`src/hdl/byte_stack_machine_macros.svh`:
```
// Assertion macros for the byte stack machine.
// Used by bsm_alu and byte_stack_machine; expects clk and arst_n in scope.
`ifndef BYTE_STACK_MACHINE_MACROS_SVH
`define BYTE_STACK_MACHINE_MACROS_SVH

// Same-cycle implication, disabled while reset is asserted.
`define BSM_ASSERT_NOW(label, ante, cons, msg) \
	label: assert property (@(posedge clk) disable iff (!arst_n) (ante) |-> (cons)) \
		else $error(msg);

// Next-cycle implication, disabled while reset is asserted.
`define BSM_ASSERT_NEXT(label, ante, cons, msg) \
	label: assert property (@(posedge clk) disable iff (!arst_n) (ante) |=> (cons)) \
		else $error(msg);

`endif

```
`src/hdl/bsm_pkg.sv`:
```
// Shared constants, types and the microcode table of the byte stack machine.
// No dependencies; imported by bsm_alu and byte_stack_machine.
`default_nettype none

package bsm_pkg;

	localparam int STACK_DEPTH = 64;
	localparam int SP_W        = $clog2(STACK_DEPTH);
	localparam int DEP_W       = $clog2(STACK_DEPTH + 1);

	localparam logic [3:0] OP_HLT = 4'd0;
	localparam logic [3:0] OP_PSH = 4'd1;
	localparam logic [3:0] OP_POP = 4'd2;
	localparam logic [3:0] OP_PRT = 4'd3;
	localparam logic [3:0] OP_ADD = 4'd4;
	localparam logic [3:0] OP_SUB = 4'd5;
	localparam logic [3:0] OP_MUL = 4'd6;
	localparam logic [3:0] OP_DIV = 4'd7;
	localparam logic [3:0] OP_MOD = 4'd8;
	localparam logic [3:0] OP_NOP = 4'd9;

	localparam logic [2:0] ST_OK      = 3'd0;
	localparam logic [2:0] ST_UNKNOWN = 3'd1;
	localparam logic [2:0] ST_UNDER   = 3'd2;
	localparam logic [2:0] ST_OVER    = 3'd3;
	localparam logic [2:0] ST_DIVZERO = 3'd4;

	typedef logic [3:0] upc_t;

	// Microcode addresses
	localparam upc_t U_IDLE  = 4'd0;
	localparam upc_t U_DISP  = 4'd1;
	localparam upc_t U_HLT   = 4'd2;
	localparam upc_t U_PSH   = 4'd3;
	localparam upc_t U_POP   = 4'd4;
	localparam upc_t U_PRT0  = 4'd5;
	localparam upc_t U_PRT1  = 4'd6;
	localparam upc_t U_BIN0  = 4'd7;
	localparam upc_t U_BIN1  = 4'd8;
	localparam upc_t U_BIN2  = 4'd9;
	localparam upc_t U_BIN3  = 4'd10;
	localparam upc_t U_BIN4  = 4'd11;
	localparam upc_t U_BIN5  = 4'd12;
	localparam upc_t U_DZ    = 4'd13;
	localparam upc_t U_FIN   = 4'd14;
	localparam upc_t U_FWAIT = 4'd15;

	// Jump conditions: taken -> target, otherwise fall through
	localparam logic [2:0] C_NEVER   = 3'd0;
	localparam logic [2:0] C_ALWAYS  = 3'd1;
	localparam logic [2:0] C_NOREQ   = 3'd2;
	localparam logic [2:0] C_DISP    = 3'd3;
	localparam logic [2:0] C_DIVZ    = 3'd4;
	localparam logic [2:0] C_ALUBUSY = 3'd5;
	localparam logic [2:0] C_OUTFREE = 3'd6;

	localparam logic [1:0] RD_NONE = 2'd0;
	localparam logic [1:0] RD_TOP  = 2'd1;
	localparam logic [1:0] RD_SEC  = 2'd2;

	localparam logic [1:0] WR_NONE = 2'd0;
	localparam logic [1:0] WR_PUSH = 2'd1;
	localparam logic [1:0] WR_RES  = 2'd2;

	typedef struct packed {
		logic [2:0] cond;
		upc_t       target;
		logic [1:0] rd_sel;
		logic [1:0] wr_sel;
		logic       ld_a;
		logic       ld_b;
		logic       dep_inc;
		logic       dep_dec;
		logic       halt;
		logic       prt;
		logic       st_ld;
		logic       st_dz;
		logic       alu_go;
		logic       done;
	} uword_t;

	typedef struct packed {
		logic       go;
		logic [3:0] op;
	} alu_req_t;

	function automatic uword_t ucode(input upc_t pc);
		uword_t w;
		w = '0;
		unique case (pc)
			U_IDLE: begin
				w.cond   = C_NOREQ;
				w.target = U_IDLE;
			end
			U_DISP: begin
				w.cond  = C_DISP;
				w.st_ld = 1'b1;
			end
			U_HLT: begin
				w.halt   = 1'b1;
				w.cond   = C_ALWAYS;
				w.target = U_FIN;
			end
			U_PSH: begin
				w.wr_sel  = WR_PUSH;
				w.dep_inc = 1'b1;
				w.cond    = C_ALWAYS;
				w.target  = U_FIN;
			end
			U_POP: begin
				w.dep_dec = 1'b1;
				w.cond    = C_ALWAYS;
				w.target  = U_FIN;
			end
			U_PRT0: begin
				w.rd_sel = RD_TOP;
			end
			U_PRT1: begin
				w.prt    = 1'b1;
				w.cond   = C_ALWAYS;
				w.target = U_FIN;
			end
			U_BIN0: begin
				w.rd_sel = RD_TOP;
			end
			U_BIN1: begin
				w.ld_a   = 1'b1;
				w.rd_sel = RD_SEC;
			end
			U_BIN2: begin
				w.ld_b   = 1'b1;
				w.cond   = C_DIVZ;
				w.target = U_DZ;
			end
			U_BIN3: begin
				w.alu_go = 1'b1;
			end
			U_BIN4: begin
				w.cond   = C_ALUBUSY;
				w.target = U_BIN4;
			end
			U_BIN5: begin
				w.wr_sel  = WR_RES;
				w.dep_dec = 1'b1;
				w.cond    = C_ALWAYS;
				w.target  = U_FIN;
			end
			U_DZ: begin
				w.st_dz  = 1'b1;
				w.cond   = C_ALWAYS;
				w.target = U_FIN;
			end
			U_FIN: begin
				w.done   = 1'b1;
				w.cond   = C_OUTFREE;
				w.target = U_IDLE;
			end
			U_FWAIT: begin
				w.cond   = C_ALWAYS;
				w.target = U_FIN;
			end
			default: begin
				w.cond   = C_ALWAYS;
				w.target = U_IDLE;
			end
		endcase
		return w;
	endfunction

	// Map an opcode to the first step of its routine; skipped items go to U_FIN.
	function automatic upc_t op_entry(input logic [3:0] op, input logic skip);
		upc_t t;
		t = U_FIN;
		if (!skip) begin
			case (op) inside
				OP_HLT:                                 t = U_HLT;
				OP_PSH:                                 t = U_PSH;
				OP_POP:                                 t = U_POP;
				OP_PRT:                                 t = U_PRT0;
				OP_ADD, OP_SUB, OP_MUL, OP_DIV, OP_MOD: t = U_BIN0;
				default:                                t = U_FIN;
			endcase
		end
		return t;
	endfunction

endpackage

`default_nettype wire

```
`src/hdl/bsm_instr_if.sv`:
```
// Instruction channel of the byte stack machine: valid/ready plus opcode and immediate.
// No dependencies.
`default_nettype none

interface bsm_instr_if;
	logic       valid;
	logic       ready;
	logic [3:0] action;
	logic [7:0] immediate;

	modport source (output valid, action, immediate, input ready);
	modport sink   (input valid, action, immediate, output ready);
endinterface

`default_nettype wire

```
`src/hdl/bsm_result_if.sv`:
```
// Result channel of the byte stack machine: valid/ready plus one result per instruction.
// No dependencies.
`default_nettype none

interface bsm_result_if;
	logic       valid;
	logic       ready;
	logic       print_valid;
	logic [7:0] print_value;
	logic [2:0] status;
	logic       halted;
	logic [6:0] stack_depth;

	modport source (output valid, print_valid, print_value, status, halted, stack_depth,
		input ready);
	modport sink   (input valid, print_valid, print_value, status, halted, stack_depth,
		output ready);
endinterface

`default_nettype wire

```
`src/hdl/bsm_alu.sv`:
```
// Byte ALU: registered add/sub/mul, restoring divider one quotient bit per cycle.
// Depends on bsm_pkg and byte_stack_machine_macros.svh.
`default_nettype none
`include "byte_stack_machine_macros.svh"

module bsm_alu import bsm_pkg::*; (
	input  wire logic     clk,
	input  wire logic     arst_n,
	input  wire alu_req_t req,
	input  wire logic [7:0] a,
	input  wire logic [7:0] b,
	output logic          busy,
	output logic [7:0]    result
);

	localparam int DIV_STEPS = 8;
	localparam int CNT_W     = $clog2(DIV_STEPS + 1);

	logic             busy_q;
	logic [CNT_W-1:0] cnt_q;
	logic [3:0]       op_q;
	logic [7:0]       res_q;
	logic [7:0]       rem_q;
	logic [7:0]       quo_q;
	logic [7:0]       dvs_q;
	logic [15:0]      prod;
	logic [8:0]       shifted;
	logic [9:0]       diff;
	logic             is_div;

	assign is_div  = (req.op == OP_DIV) || (req.op == OP_MOD);
	assign prod    = b * a;
	assign shifted = {rem_q, quo_q[7]};
	assign diff    = {1'b0, shifted} - {2'b00, dvs_q};

	always_ff @(posedge clk or negedge arst_n) begin
		if (!arst_n) begin
			busy_q <= 1'b0;
			cnt_q  <= '0;
		end else if (req.go && is_div) begin
			busy_q <= 1'b1;
			cnt_q  <= CNT_W'(DIV_STEPS);
		end else if (busy_q) begin
			cnt_q <= cnt_q - CNT_W'(1);
			if (cnt_q == CNT_W'(1)) begin
				busy_q <= 1'b0;
			end
		end
	end

	always_ff @(posedge clk) begin
		if (req.go) begin
			op_q  <= req.op;
			dvs_q <= a;
			rem_q <= 8'd0;
			quo_q <= b;
			case (req.op)
				OP_ADD:  res_q <= b + a;
				OP_SUB:  res_q <= b - a;
				default: res_q <= prod[7:0];
			endcase
		end else if (busy_q) begin
			// keep the trial difference when it does not borrow
			rem_q <= diff[9] ? shifted[7:0] : diff[7:0];
			quo_q <= {quo_q[6:0], ~diff[9]};
		end
	end

	always_comb begin
		case (op_q)
			OP_DIV:  result = quo_q;
			OP_MOD:  result = rem_q;
			default: result = res_q;
		endcase
	end

	assign busy = busy_q;

	`BSM_ASSERT_NOW(a_no_start_busy, req.go, !busy_q, "ALU started while divider busy")
	`BSM_ASSERT_NEXT(a_div_ends, busy_q && (cnt_q == CNT_W'(1)), !busy_q, "divider overran")
	`BSM_ASSERT_NEXT(a_div_starts, req.go && is_div, busy_q, "divide did not start")

endmodule

`default_nettype wire

```
`src/hdl/byte_stack_machine.sv`:
```
// Byte stack machine: one instruction in, one result out, under a microcoded sequencer.
// Each instruction runs from U_IDLE through U_DISP and its routine to U_FIN: NOP and skipped
// items go straight to U_FIN, divide by zero ends in U_DZ, and DIV/MOD wait in U_BIN4 for the
// divider (8 divider steps). The next instruction is taken only once the sequencer is back in
// U_IDLE, and a result left waiting in the output register holds the sequencer, retrying via U_FWAIT.
// Reset clears depth, halt flag, sequencer and output valid; the stack RAM is not cleared.
`default_nettype none
`include "byte_stack_machine_macros.svh"

module byte_stack_machine import bsm_pkg::*; (
	input  wire logic    clk,
	input  wire logic    arst_n,
	bsm_instr_if.sink    instr,
	bsm_result_if.source result
);

	logic [7:0]       mem [STACK_DEPTH];
	logic [7:0]       rdata_q;
	upc_t             upc_q;
	upc_t             upc_d;
	uword_t           uw;
	logic [DEP_W-1:0] depth_q;
	logic             halt_q;
	logic [3:0]       op_q;
	logic [7:0]       imm_q;
	logic [7:0]       a_q;
	logic [7:0]       b_q;
	logic [2:0]       status_q;
	logic             pvalid_q;
	logic [7:0]       pvalue_q;
	logic             out_valid_q;
	logic             out_pvalid_q;
	logic [7:0]       out_pvalue_q;
	logic [2:0]       out_status_q;
	logic             out_halted_q;
	logic [6:0]       out_depth_q;
	logic             accept;
	logic             out_free;
	logic             emit;
	logic             take;
	logic             divz;
	logic [2:0]       chk_status;
	logic             mem_we;
	logic             mem_re;
	logic [SP_W-1:0]  wr_addr;
	logic [SP_W-1:0]  rd_addr;
	logic [7:0]       wr_data;
	alu_req_t         alu_req;
	logic             alu_busy;
	logic [7:0]       alu_res;

	assign uw           = ucode(upc_q);
	assign instr.ready  = (upc_q == U_IDLE);
	assign accept       = instr.valid && instr.ready;
	assign out_free     = !out_valid_q || result.ready;
	assign emit         = uw.done && out_free;
	assign divz         = ((op_q == OP_DIV) || (op_q == OP_MOD)) && (a_q == 8'd0);

	// Fault check of the held instruction against the current depth
	always_comb begin
		chk_status = ST_OK;
		case (op_q) inside
			OP_HLT, OP_NOP: chk_status = ST_OK;
			OP_PSH: begin
				if (depth_q >= DEP_W'(STACK_DEPTH)) chk_status = ST_OVER;
			end
			OP_POP, OP_PRT: begin
				if (depth_q == '0) chk_status = ST_UNDER;
			end
			OP_ADD, OP_SUB, OP_MUL, OP_DIV, OP_MOD: begin
				if (depth_q < DEP_W'(2)) chk_status = ST_UNDER;
			end
			default: chk_status = ST_UNKNOWN;
		endcase
	end

	// Sequencer: taken jump goes to target, otherwise advance
	always_comb begin
		unique case (uw.cond)
			C_NEVER:   take = 1'b0;
			C_ALWAYS:  take = 1'b1;
			C_NOREQ:   take = !accept;
			C_DISP:    take = 1'b1;
			C_DIVZ:    take = divz;
			C_ALUBUSY: take = alu_busy;
			C_OUTFREE: take = out_free;
			default:   take = 1'b1;
		endcase
		if (!take) begin
			upc_d = upc_q + upc_t'(1);
		end else if (uw.cond == C_DISP) begin
			upc_d = op_entry(op_q, halt_q || (chk_status != ST_OK));
		end else begin
			upc_d = uw.target;
		end
	end

	always_ff @(posedge clk or negedge arst_n) begin
		if (!arst_n) begin
			upc_q   <= U_IDLE;
			depth_q <= '0;
			halt_q  <= 1'b0;
		end else begin
			upc_q <= upc_d;
			if (uw.dep_inc) begin
				depth_q <= depth_q + DEP_W'(1);
			end else if (uw.dep_dec) begin
				depth_q <= depth_q - DEP_W'(1);
			end
			if (uw.halt) begin
				halt_q <= 1'b1;
			end
		end
	end

	// Working registers of the current instruction
	always_ff @(posedge clk) begin
		if (accept) begin
			op_q  <= instr.action;
			imm_q <= instr.immediate;
		end
		if (uw.ld_a) a_q <= rdata_q;
		if (uw.ld_b) b_q <= rdata_q;
		if (uw.st_ld) begin
			status_q <= halt_q ? ST_OK : chk_status;
			pvalid_q <= 1'b0;
			pvalue_q <= 8'd0;
		end else if (uw.st_dz) begin
			status_q <= ST_DIVZERO;
		end else if (uw.prt) begin
			pvalid_q <= 1'b1;
			pvalue_q <= rdata_q;
		end
	end

	// Stack RAM: one write port, one registered read port
	assign mem_we  = (uw.wr_sel != WR_NONE);
	assign mem_re  = (uw.rd_sel != RD_NONE);
	assign wr_addr = (uw.wr_sel == WR_PUSH) ? SP_W'(depth_q) : SP_W'(depth_q - DEP_W'(2));
	assign wr_data = (uw.wr_sel == WR_PUSH) ? imm_q : alu_res;
	assign rd_addr = (uw.rd_sel == RD_TOP) ? SP_W'(depth_q - DEP_W'(1))
		: SP_W'(depth_q - DEP_W'(2));

	always_ff @(posedge clk) begin
		if (mem_we) begin
			mem[wr_addr] <= wr_data;
		end
		if (mem_re) begin
			rdata_q <= mem[rd_addr];
		end
	end

	assign alu_req.go = uw.alu_go;
	assign alu_req.op = op_q;

	bsm_alu u_alu (
		.clk    (clk),
		.arst_n (arst_n),
		.req    (alu_req),
		.a      (a_q),
		.b      (b_q),
		.busy   (alu_busy),
		.result (alu_res)
	);

	// Output register: hold until taken
	always_ff @(posedge clk or negedge arst_n) begin
		if (!arst_n) begin
			out_valid_q <= 1'b0;
		end else if (emit) begin
			out_valid_q <= 1'b1;
		end else if (result.ready) begin
			out_valid_q <= 1'b0;
		end
	end

	always_ff @(posedge clk) begin
		if (emit) begin
			out_pvalid_q <= pvalid_q;
			out_pvalue_q <= pvalue_q;
			out_status_q <= status_q;
			out_halted_q <= halt_q;
			out_depth_q  <= 7'(depth_q);
		end
	end

	assign result.valid       = out_valid_q;
	assign result.print_valid = out_pvalid_q;
	assign result.print_value = out_pvalue_q;
	assign result.status      = out_status_q;
	assign result.halted      = out_halted_q;
	assign result.stack_depth = out_depth_q;

	`BSM_ASSERT_NOW(a_depth_range, 1'b1, depth_q <= DEP_W'(STACK_DEPTH), "stack depth out of range")
	`BSM_ASSERT_NOW(a_no_write_halted, mem_we, !halt_q, "stack written while halted")
	`BSM_ASSERT_NEXT(a_accept_disp, accept, upc_q == U_DISP, "accept not followed by dispatch")

endmodule

`default_nettype wire

```
`src/flat_wrapper.sv`:
```
// flat-port wrapper written by rule: the top's interface ports become plain ports
module byte_stack_machine_flat import bsm_pkg::*;
  (clk, arst_n, instr_valid, instr_action, instr_immediate, instr_ready, result_valid, result_print_valid, result_print_value, result_status, result_halted, result_stack_depth, result_ready);
  bsm_instr_if instr_i ();
  bsm_result_if result_i ();
  input  wire logic clk;
  input  wire logic arst_n;
  input wire logic [$bits(instr_i.valid)-1:0] instr_valid;
  input wire logic [$bits(instr_i.action)-1:0] instr_action;
  input wire logic [$bits(instr_i.immediate)-1:0] instr_immediate;
  output wire logic [$bits(instr_i.ready)-1:0] instr_ready;
  output wire logic [$bits(result_i.valid)-1:0] result_valid;
  output wire logic [$bits(result_i.print_valid)-1:0] result_print_valid;
  output wire logic [$bits(result_i.print_value)-1:0] result_print_value;
  output wire logic [$bits(result_i.status)-1:0] result_status;
  output wire logic [$bits(result_i.halted)-1:0] result_halted;
  output wire logic [$bits(result_i.stack_depth)-1:0] result_stack_depth;
  input wire logic [$bits(result_i.ready)-1:0] result_ready;
  assign instr_i.valid = instr_valid;
  assign instr_i.action = instr_action;
  assign instr_i.immediate = instr_immediate;
  assign instr_ready = instr_i.ready;
  assign result_valid = result_i.valid;
  assign result_print_valid = result_i.print_valid;
  assign result_print_value = result_i.print_value;
  assign result_status = result_i.status;
  assign result_halted = result_i.halted;
  assign result_stack_depth = result_i.stack_depth;
  assign result_i.ready = result_ready;
  byte_stack_machine u_core (.clk(clk), .arst_n(arst_n), .instr(instr_i), .result(result_i));
endmodule
```
`config.mk`:
```
export PLATFORM = sky130hd
export DESIGN_NAME = byte_stack_machine_flat
export DESIGN_NICKNAME = d
export VERILOG_FILES = /design/src/hdl/bsm_pkg.sv /design/src/hdl/bsm_instr_if.sv /design/src/hdl/bsm_result_if.sv /design/src/hdl/bsm_alu.sv /design/src/hdl/byte_stack_machine.sv /design/src/flat_wrapper.sv
export VERILOG_INCLUDE_DIRS = /design/src /design/src/hdl
export SDC_FILE = /design/constraint.sdc
export NUM_CORES = 1
export LEC_CHECK = 0
export ABC_CLOCK_PERIOD_IN_PS = 5300
export BUFFER_PORTS_ARGS = -buffer_cell sky130_fd_sc_hd__buf_2
export CORE_MARGIN = 2
export CORE_UTILIZATION = 60
export CTS_CLUSTER_DIAMETER = 60
export DETAILED_ROUTE_END_ITERATION = 8
export PLACE_DENSITY = 0.72
export RECOVER_POWER = 25
export SLEW_MARGIN = 10
export SYNTH_ARGS = -nofsm -noshare
export SYNTH_HDL_FRONTEND = slang
export SYNTH_SLANG_ARGS = --single-unit
```
`constraint.sdc`:
```
create_clock -name clk -period 5.3 [get_ports clk]
set_clock_uncertainty 0.05 [all_clocks]
set_input_delay 0.265 -clock clk [delete_from_list [all_inputs] [get_ports clk]]
set_output_delay 0.265 -clock clk [all_outputs]
set_load 0.005 [all_outputs]
```
After elaboration in Yosys (flattened, before gate mapping)

Memories as Yosys holds them, arrays and structs flattened. A register that Yosys moved wholly into a read port is not among the register bits.
Cells that the tools add are included.

Add/sub/neg operators: 8
$mul: 1
Magnitude comparators: 2
Equal/unequal tests: 34
Muxes and demuxes: 52
Bitwise logic cells: 2
Reduce and logical (&&, ||, !) cells: 29

Operator list:

| cell                                                | count |
|---|---|
| equality test 4 bit, second input constant          | 11 |
| two-way mux 4 bit                                   | 10 |
| equality test 4 x 3 -> 1 bit, second input constant | 9 |
| two-way mux 8 bit                                   | 4 |
| one-hot mux 8 bit (2 select lines)                  | 2 |
| two-way mux 3 bit                                   | 7 |
| one-hot mux 3 bit (6 select lines)                  | 1 |
| two-way mux 1 bit                                   | 17 |
| equality test 4 x 2 -> 1 bit, second input constant | 4 |
| two-way mux 7 bit                                   | 2 |
| nonzero test 2 bit                                  | 7 |
| equality test 4 x 1 -> 1 bit, second input constant | 3 |
| two-way mux 6 bit                                   | 2 |
| one-hot mux 4 bit (3 select lines)                  | 1 |
| subtractor 9 x 8 -> 10 bit                          | 1 |
| equality test 3 bit, second input constant          | 3 |
| adder 8 bit                                         | 1 |
| zero test 4 bit                                     | 2 |
| zero test 8 bit                                     | 1 |
| multiplier 8 x 8 -> 8 bit                           | 1 |
| one-hot mux 2 bit (2 select lines)                  | 2 |
| OR reduction 2 bit                                  | 4 |
| subtractor 8 bit                                    | 1 |
| adder 7 x 1 -> 7 bit, second input constant         | 1 |
| 20 further kinds                                    | 31 |

Register bits after elaboration: 114
RAM bits: 512
Bits of input ports: 16
Output and inout bits: 22
Logic and storage cells: 152
Memories: 1

Memories:

| memory     | depth | width | rd ports | clocked after memory_dff | wr ports | line                     | text |
|---|---|---|---|---|---|---|---|
| u_core.mem | 64    | 8     | 1        | 1                        | 1        | byte_stack_machine.sv:17 | `logic [7:0] mem [STACK_DEPTH];` |

Depth between registers and ports, before layout

Gate-level depths: netlist of run 1.

Depth in word-level cells: 11
Gate-level depth with buffers: 17
Depth with buffers taken out: 16

By module

From an unflattened synthesis of run 1, not the netlist that was laid out.

Cells, all modules: 2355
Area total of the unflattened synthesis: 30644.4 µm²

By module, submodules not included:

| module             | times used | cells an instance | area each (µm²) | seq. area each (µm²) |
|---|---|---|---|---|
| byte_stack_machine | 1          | 1974              | 27097.2         | 17651.9 |
| bsm_alu            | 1          | 381               | 3547.2          | 1126.1 |

Worst setup path before layout of run 1

Ideal clock, no wire load.

Kind: reg-to-reg
From: reg u_core.u_alu.op_q[0]
To: mem u_core.mem[0][0], data pin
Setup time: 588 ps
Arrival time: 3421 ps
Data required time: 4662 ps
Slack: 1241 ps
Cell stages (with the launch flop): 4
Path buffers: 0
Period minus slack after synthesis: 4059 ps
Path through: edfxtp_1 -> nor4b_1 -> a22oi_1 -> a31oi_1

Word-level cells in the longest chain between the ends: 3
Elaborated cells on any way between the ends: 4
Classes of those cells: eq/ne (2); mux (2)

RTL lines:

| item                                                                | line                      | text |
|---|---|---|
| start: declaration                                                  | bsm_alu.sv:21             | `logic [3:0] op_q;` |
| start signal: assignment                                            | bsm_alu.sv:53             | `op_q <= req.op;` |
| equality test 4 bit or equality test 4 x 3 -> 1 bit (tied branches) | bsm_alu.sv:70             | `case (op_q)` |
| one-hot mux 8 bit (2 select lines) *                                | bsm_alu.sv:70             |  |
| two-way mux 8 bit *                                                 | byte_stack_machine.sv:140 | `assign wr_data = (uw.wr_sel == WR_PUSH) ? imm_q : alu_res;` |
| net u_core.wr_data[0]                                               | byte_stack_machine.sv:47  | `logic [7:0] wr_data;` |
| end: declaration                                                    | byte_stack_machine.sv:17  |  |

Mark *: on every way through the listed nets, which the timed path passes. The rest lies on a longest branch.

Worst setup path in the final report of run 1

From: reg u_core.upc_q[2]
To: mem u_core.mem[43][0], data pin

Word-level cells in the longest chain between the ends: 4
Elaborated cells on any way between the ends: 5
Classes of those cells: eq/ne (3); mux (2)

RTL lines:

| item                                                                | line                      | text |
|---|---|---|
| start: declaration                                                  | byte_stack_machine.sv:19  | `upc_t upc_q;` |
| start signal: assignment                                            | byte_stack_machine.sv:104 | `upc_q <= upc_d;` |
| equality test 4 bit or equality test 4 x 2 -> 1 bit (tied branches) | bsm_pkg.sv:90             | `unique case (pc)` |
| one-hot mux 2 bit (2 select lines) *                                | bsm_pkg.sv:90             |  |
| equality test 2 x 1 -> 1 bit *                                      | byte_stack_machine.sv:140 |  |
| two-way mux 8 bit *                                                 | byte_stack_machine.sv:140 |  |
| net u_core.wr_data[0]                                               | byte_stack_machine.sv:47  |  |

Marks and branches as above.

==> results.toml, run 1 <==
[status]
status = "finished, violations left"
violations = "max-capacitance violations, max-slew violations"

[hold_path]
min_path_cells = 2
worstHoldEndpoint = "u_core.imm_q[2]"
min_path_type = "input pin to flop"
hold_start = "instr_immediate[2]"

[yosys]
ys_warn_count = 0
synth_top_family_by_area = "multiplexers"
synth_compound_area_share_pct = 6.355
ys_types = 74
synth.avg_cell_area_um2 = 13.87
netlist_area_um2 = 32840
synth_top_area_share_pct = 54.77
synth.yosys.seq_area_share_pct = 57.18
synthCells = 2368
synth_common_cells = "599 x edfxtp_1, 572 x mux2i_1, 115 x nor2_1"
synth_edf_count = 599
synth.mux.area_fraction_pct = 23.16
synth-main-ff-cell = "edfxtp_1"
synth_nets = 2442
synth_top_cell_by_area = "edfxtp_1"
ys_seq_elements = 634
yosysMostFrequentCell = "edfxtp_1"
synth-async-reset-ratio_pct = 2.839
synthAdderAreaFrac_pct = 2.530
synth_simple_gate_area_share_pct = 6.275
synth_xor_area_share_pct = 1.391
synth_area_leaders = "edfxtp_1 55%, mux2i_1 17%, mux4_2 5.0%, a211oi_1 2.0%, nor2b_1 1.7%"

[cts]
ctsResizeCount = 0
root_buffer = "clkbuf_16"
clkSinkCount = 634
cts_buffers = 69
post-cts-setup-buffers = 0
cts.htree.levels = 3
tritoncts = "done"
clk_pin_slew_worst_paths_ns = 0.06
clk_latency_ns = 0.61
cts.path.max_buffers = 3

[routing]
wl_per_cell_um = 25.46
vias_per_cell = 6.503
drt_first_iter_violations = 1878
routed-via-count = 20350
wirelength_um = 79700
drc_errors = 0
drtAntennaViolNets = 0
drt_pass1_iterations = 6

[timing]
worst_pin_slew_ns = 2.705
hold_violations = 0
finalSetupViolCount = 0
fin_crit_sh_pct = 79.85
relSlewSlack_pct = -81.19
fin_tns_setup_ns = 0
period_needed_ns = 4.232
rsz0062_at_grt = "false"
slew_violations = 175
max_freq_mhz = 236.3

[layout]
antenna_cells = 0
drive_above_1_share_pct = 11.75
fin_area_um2 = 36010
syn2layout_area_growth_pct = 9.658
finish.net_count = 2457

[grt]
grt-ovfl-total = 0
antenna_found_initial = 1
grt_pass1_wl_um = 121000
gr-usage-all-layers_pct = 28.41
grt_max_degree = 108
grt_pass1_vias = 20530

[critical_path]
cp.required_ns = 5.59
worst_setup_path_start_kind = "flop"
critPathMaxStageDelay_ns = 1.79
reg2reg_to = "u_core.mem[43][0]"
reg2regPathDepth = 6
end_kind = "flop"
critPathKind = "flop to flop"
timing.rr.start = "u_core.upc_q[2]"
slowest_stage = "a31oi_1"
cp_max_fo = 40
r2r_setup_slack_ns = 1.07
crit_arrival_ns = 4.52
crit_chain = "nor2_1 -> nand2_1 -> buf_4 -> nor2_1 -> a31oi_1 -> buf_4"

[floorplanning]
die_w_um = 238.0
core_um2 = 53920
fp.dieArea_um2 = 56620
die_y_um = 238.0
initial_utilization_pct = 60.90
rows = 85
io_pins = 38

[placed_design]
place.gp.congestion = 0.8754
dpl-instance-area_um2 = 33820
portBuffers = 37
dp_hpwl_um = 49660

[flow_run]
drv_cap = 6

[power]
powerDensity_nw_per_um2 = 637.5
ir_worst_vdd_v = 0.0005095
leakage_nw = 13.63
layout make-up:
class | count | area [um^2]
clock buffers | 83 | 1863
repair buffers | 105 | 845.8
inverters | 60 | 225.2
clock inverters | 39 | 302.8
well taps | 696 | 870.8
fillers | 3730 | 17910
flip-flops and latches | 634 | 18790
multi-input cells | 1513 | 13120
worst max path at each step:
stage | cells past startpoint | from | slack [ns] | to
global placement | 8 | u_core.depth_q[1] | 1.24 | u_core.rdata_q[7]
global route | 6 | u_core.upc_q[2] | 0.82 | u_core.mem[43][0]
CTS | 8 | u_core.depth_q[1] | 1.11 | u_core.rdata_q[3]
finish | 6 | u_core.upc_q[2] | 1.07 | u_core.mem[43][0]
floorplan | 3 | u_core.u_alu.op_q[0] | 1.24 | u_core.mem[0][0]
detailed placement | 8 | u_core.depth_q[1] | 1.15 | u_core.rdata_q[3]
power by group:
part	leakage (nW)	switching, mW	internal (mW)
clock network	1.07	1.96	2.66
logic	6.81	6.52	4.67
registers	5.75	0.465	6.68
per-layer routing:
| metal | global-route usage [%] | share of wire, % | vias to the layer above |
|---|---|---|---|
| met5 | 0 | 0.011 | - |
| met4 | 10.06 | 3.5 | 2 |
| met3 | 5.530 | 7.0 | 185 |
| met2 | 45.92 | 48 | 735 |
| met1 | 38.75 | 42 | 10280 |
| li1 | - | - | 9148 |
registers in the layout, summed over array words and instances (netlist names), 8 cells and up:
| signal | count |
|---|---|
| u_core.a_q | 8 |
| u_core.u_alu.res_q | 8 |
| u_core.rdata_q | 8 |
| u_core.u_alu.dvs_q | 8 |
| u_core.result.print_value | 8 |
| u_core.b_q | 8 |
| u_core.mem | 512 |
| u_core.imm_q | 8 |
| u_core.pvalue_q | 8 |
| u_core.u_alu.quo_q | 8 |
| u_core.u_alu.rem_q | 8 |
per-stage QoR:
step	setup slack, ns	util [%]	cells	hold slack, ns	power (mW)
final	1.068	66.79	3130	0.3218	22.96
after detailed placement	1.148	62.71	2994	0.1916	18.35
after global routing	0.8168	66.79	3130	0.3057	24.00
after CTS	1.115	66.99	3130	0.1234	23.00
after global placement	1.242	62.71	2994	0.1853	18.10
after floorplan	1.241	-	2368	-0.08059	15.28
critical path: cells and delay by family, from the launching register on:
family	cells	cell delay, ns
AOI/OAI and AO/OA	1	1.79
DFF	1	0.69
and+or+nand+nor	3	0.43
buffers and inverters	2	0.95
cells by family (layout without fill, tap and decap cells):
group | Yosys count | after routing
muxes | 666 | 666
DFF | 634 | 634
and+or+nand+nor | 415 | 415
AOI/OAI and AO/OA | 324 | 324
buffers and inverters | 221 | 287
adders and majority gates | 58 | 58
xor gates and xnor gates | 50 | 50
placed cells by master (no fill, tap or decap), types with 17 or more instances in the layout:
| cell | netlist | routed |
|---|---|---|
| buf_4 | 14 | 37 |
| buf_2 | 48 | 23 |
| clkbuf_16 | 0 | 72 |
| and2_1 | 21 | 18 |
| a211oi_1 | 89 | 89 |
| nor2_1 | 115 | 115 |
| ha_1 | 44 | 43 |
| mux2_2 | 21 | 21 |
| o21ai_0 | 38 | 38 |
| edfxtp_1 | 599 | 599 |
| dfxtp_1 | 17 | 17 |
| nand3_1 | 29 | 29 |
| a21oi_1 | 110 | 110 |
| mux2i_1 | 572 | 572 |
| clkbuf_1 | 67 | 27 |
| nor2b_1 | 89 | 89 |
| inv_1 | 58 | 58 |
| mux4_2 | 73 | 73 |
| nand2_1 | 98 | 96 |
| xnor2_1 | 37 | 37 |
repair_timing:
action	4_1_cts	5_1_grt
hold buffers	14	0
setup endpoints to repair	0	0
endpoints found under the hold margin	31	0
Note: power is estimated with default switching activity, not from simulation.
==> run 2: changes to the inputs <==
--- a/config.mk
+++ b/config.mk
@@ -6,10 +6,11 @@
 export SDC_FILE = /design/constraint.sdc
 export NUM_CORES = 1
 export LEC_CHECK = 0
-export ABC_CLOCK_PERIOD_IN_PS = 5300
+export ABC_AREA = 1
+export ABC_CLOCK_PERIOD_IN_PS = 3800
 export BUFFER_PORTS_ARGS = -buffer_cell sky130_fd_sc_hd__buf_2
 export CORE_MARGIN = 2
-export CORE_UTILIZATION = 60
+export CORE_UTILIZATION = 57
 export CTS_CLUSTER_DIAMETER = 60
 export DETAILED_ROUTE_END_ITERATION = 8
 export PLACE_DENSITY = 0.72
==> constraint.sdc (replaced) <==
create_clock -name clk -period 3.8 [get_ports clk]
set_clock_uncertainty 0.05 [all_clocks]
set_input_delay 0.19 -clock clk [delete_from_list [all_inputs] [get_ports clk]]
set_output_delay 0.19 -clock clk [all_outputs]
set_load 0.005 [all_outputs]
==> run 2 against run 1 <==
Effect of this change: the run still ends with max-capacitance violations, max-slew violations left; highest routed layer is now met4; sequential power increased by 33%; maximum frequency increased by 12%; core utilization decreased by 1.5 points; clock-buffer cell count increased by 5; sequential cell count unchanged; sequential share of layout area increased by 3.8 points; power increased by 29%; die area decreased by 4.6%; clock power increased by 34%; routed wire length decreased by 6.3%.
==> results.toml, run 2 <==
[status]
status = "finished, violations left"
violations = "max-capacitance violations, max-slew violations"

[cts]
clk_latency_ns = 0.61
cts_buffers = 66
clk_pin_slew_worst_paths_ns = 0.07
cts.path.max_buffers = 3
clkSinkCount = 634
cts.htree.levels = 3
root_buffer = "clkbuf_16"
tritoncts = "done"

[timing]
slew_violations = 235
hold_violations = 0
relSlewSlack_pct = -28.31
finalSetupViolCount = 0
period_needed_ns = 3.762
max_freq_mhz = 265.8
layout_setup_ws_ns = 0.03757
fin_crit_sh_pct = 99.01
rsz0062_at_grt = "true"
worst_pin_slew_ns = 1.925
fin_tns_setup_ns = 0

[routing]
drtAntennaViolNets = 0
drt_pass1_iterations = 6
drt_first_iter_violations = 2627
drc_errors = 0
routed-via-count = 21300
wirelength_um = 74680
wl_per_cell_um = 19.37
vias_per_cell = 5.524

[yosys]
synth_common_cells = "687 x nand2_1, 609 x inv_1, 599 x edfxtp_1"
yosysMostFrequentCell = "nand2_1"
netlist_area_um2 = 29730
synth.avg_cell_area_um2 = 9.868
ys_types = 45
synth.yosys.seq_area_share_pct = 63.16
synthCells = 3013
synth-async-reset-ratio_pct = 2.839
synth-main-ff-cell = "edfxtp_1"
synth_top_area_share_pct = 60.50
ys_warn_count = 0
synth_nets = 3087
synth_top_cell_by_area = "edfxtp_1"
synth_edf_count = 599
synth_area_leaders = "edfxtp_1 60%, nand3_1 9.6%, nand2_1 8.7%, inv_1 7.7%, ha_1 1.9%"
ys_seq_elements = 634

[critical_path]
worst_setup_path_start_kind = "flop"
timing.rr.start = "u_core.b_q[2]"
reg2reg_to = "u_core.u_alu.res_q[7]"
reg2regPathDepth = 18
crit_arrival_ns = 4.08
critPathKind = "flop to flop"
cp_max_fo = 4
cp.required_ns = 4.12
end_kind = "flop"
r2r_setup_slack_ns = 0.04

[layout]
finalNonFillerCells = 3856
regMostFlops = "u_core.mem"
syn2layout_area_growth_pct = 12.85
drive_above_1_share_pct = 8.879
final_common_cell = "nand2_1"
multi_input_comb_area_um2 = 8184
antenna_cells = 0
fill_cells = 3957
largest_reg_flops = 512
finish.net_count = 3203
final_cell_mix = "688 x nand2_1, 606 x inv_1, 599 x edfxtp_1, 572 x nand3_1, 120 x nor2_1"
area.sequential_um2 = 18780

[grt]
grt_pass1_vias = 21080
gr-usage-all-layers_pct = 28.39
grt-ovfl-total = 0
grt_pass1_wl_um = 116300
antenna_found_initial = 0
grt_max_degree = 92

[placed_design]
place.gp.congestion = 0.9026
preCtsSetupSlack_ns = -0.1192
dp_hpwl_um = 46430
place_inst = 3725
portBuffers = 37

[power]
leakage_nw = 14.55
ir_worst_vdd_v = 0.0007038
power_mw = 29.65
powerDensity_nw_per_um2 = 883.8

[hold_path]
min_path_type = "input pin to flop"
hold_start = "instr_immediate[5]"
worstHoldEndpoint = "u_core.imm_q[5]"
min_path_cells = 2

[floorplanning]
rows = 83
fp.dieArea_um2 = 54000
die_y_um = 232.4
die_w_um = 232.4
initial_utilization_pct = 57.84
io_pins = 38
core_um2 = 51410

[flow_run]
drv_cap = 4
-- run 2: cell count changes after synthesis, moves of 65 or more --
cell | previous run | this run
nand2_1 | 98 | 687
mux2i_1 | 572 | 0
inv_1 | 58 | 609
nand3_1 | 29 | 573
nor2b_1 | 89 | 0
a211oi_1 | 89 | 1
mux4_2 | 73 | 0
a21oi_1 | 110 | 45
-- run 2: worst max-delay path by stage --
stage                  start                     to  slack, ns  cells after the start
3_3_place_gp   u_core.a_q[4]  u_core.u_alu.res_q[7]      -0.17                     20
5_1_grt        u_core.b_q[2]  u_core.u_alu.res_q[7]      -0.14                     18
4_1_cts        u_core.a_q[2]  u_core.u_alu.res_q[7]       0.02                     18
2_1_floorplan  u_core.b_q[0]  u_core.u_alu.res_q[7]     -0.005                     21
3_5_place_dp   u_core.a_q[4]  u_core.u_alu.res_q[7]      -0.12                     20
6_report       u_core.b_q[2]  u_core.u_alu.res_q[7]       0.04                     18
-- run 2: power by group --
group	internal, mW	switching (mW)
Clock	3.58	2.62
Combinational	4.05	9.90
Sequential	9.14	0.364
Total	16.8	12.9
-- run 2: area by class of cell --
type                       count  share of cell area, %
multi-input combinational   1635                  24.39
clock inverter                27                 0.6377
sequential                   634                  55.97
tap                          680                  2.536
inverter                     617                  6.903
timing repair buffer         175                  4.113
clock buffer                  88                  5.448
-- run 2: logic make-up after synthesis --
group	after synthesis	synth area share (%)
flip-flops	634	63.16
XOR/XNOR	39	1.149
AO/OA/AOI/OAI	126	2.336
adder cells (fa/ha/maj)	58	2.794
AND/OR/NAND/NOR	1412	20.56
buffers and inverters	744	9.999
-- run 2: per-stage QoR --
step           hold slack (ns)  utilization (%)  area [um^2]
2_1_floorplan          -0.1556                -        29800
3_3_place_gp            0.1111            61.09        31400
3_5_place_dp            0.1296            61.09        31400
4_1_cts                0.02911            65.42        33630
5_1_grt                 0.2452            65.27        33550
6_report                0.2482            65.27        33550
-- run 2: timing repair --
item | CTS | global route
pin swaps | 11 | 11
resized for setup | 7 | 6
endpoints found under the setup margin | 1 | 1
hold endpoints to repair | 31 | 0
hold buffers | 14 | 0
buffers inserted | 1 | 1
-- run 2: per-layer routing --
layer	GRT usage, %	part of all wire, %
met1	36.88	40
met2	47.13	48
met3	5.257	8.4
met4	11.76	4.1
met5	0	0
-- run 2: critical path, stage by stage (launching register included) --
cell and delay [ns]:
edfxtp_1 0.46, nand2_2 0.09, fa_2 0.39, fa_1 0.53
inv_2 0.04, fa_1 0.47, inv_1 0.05, fa_1 0.49
inv_2 0.05, ha_4 0.21, o21ai_2 0.05, nand2_1 0.08
or2_4 0.23, nand2_1 0.05, nand2_1 0.06, nand2_1 0.05
nand2_1 0.05, nand3_1 0.07, nand2_1 0.05
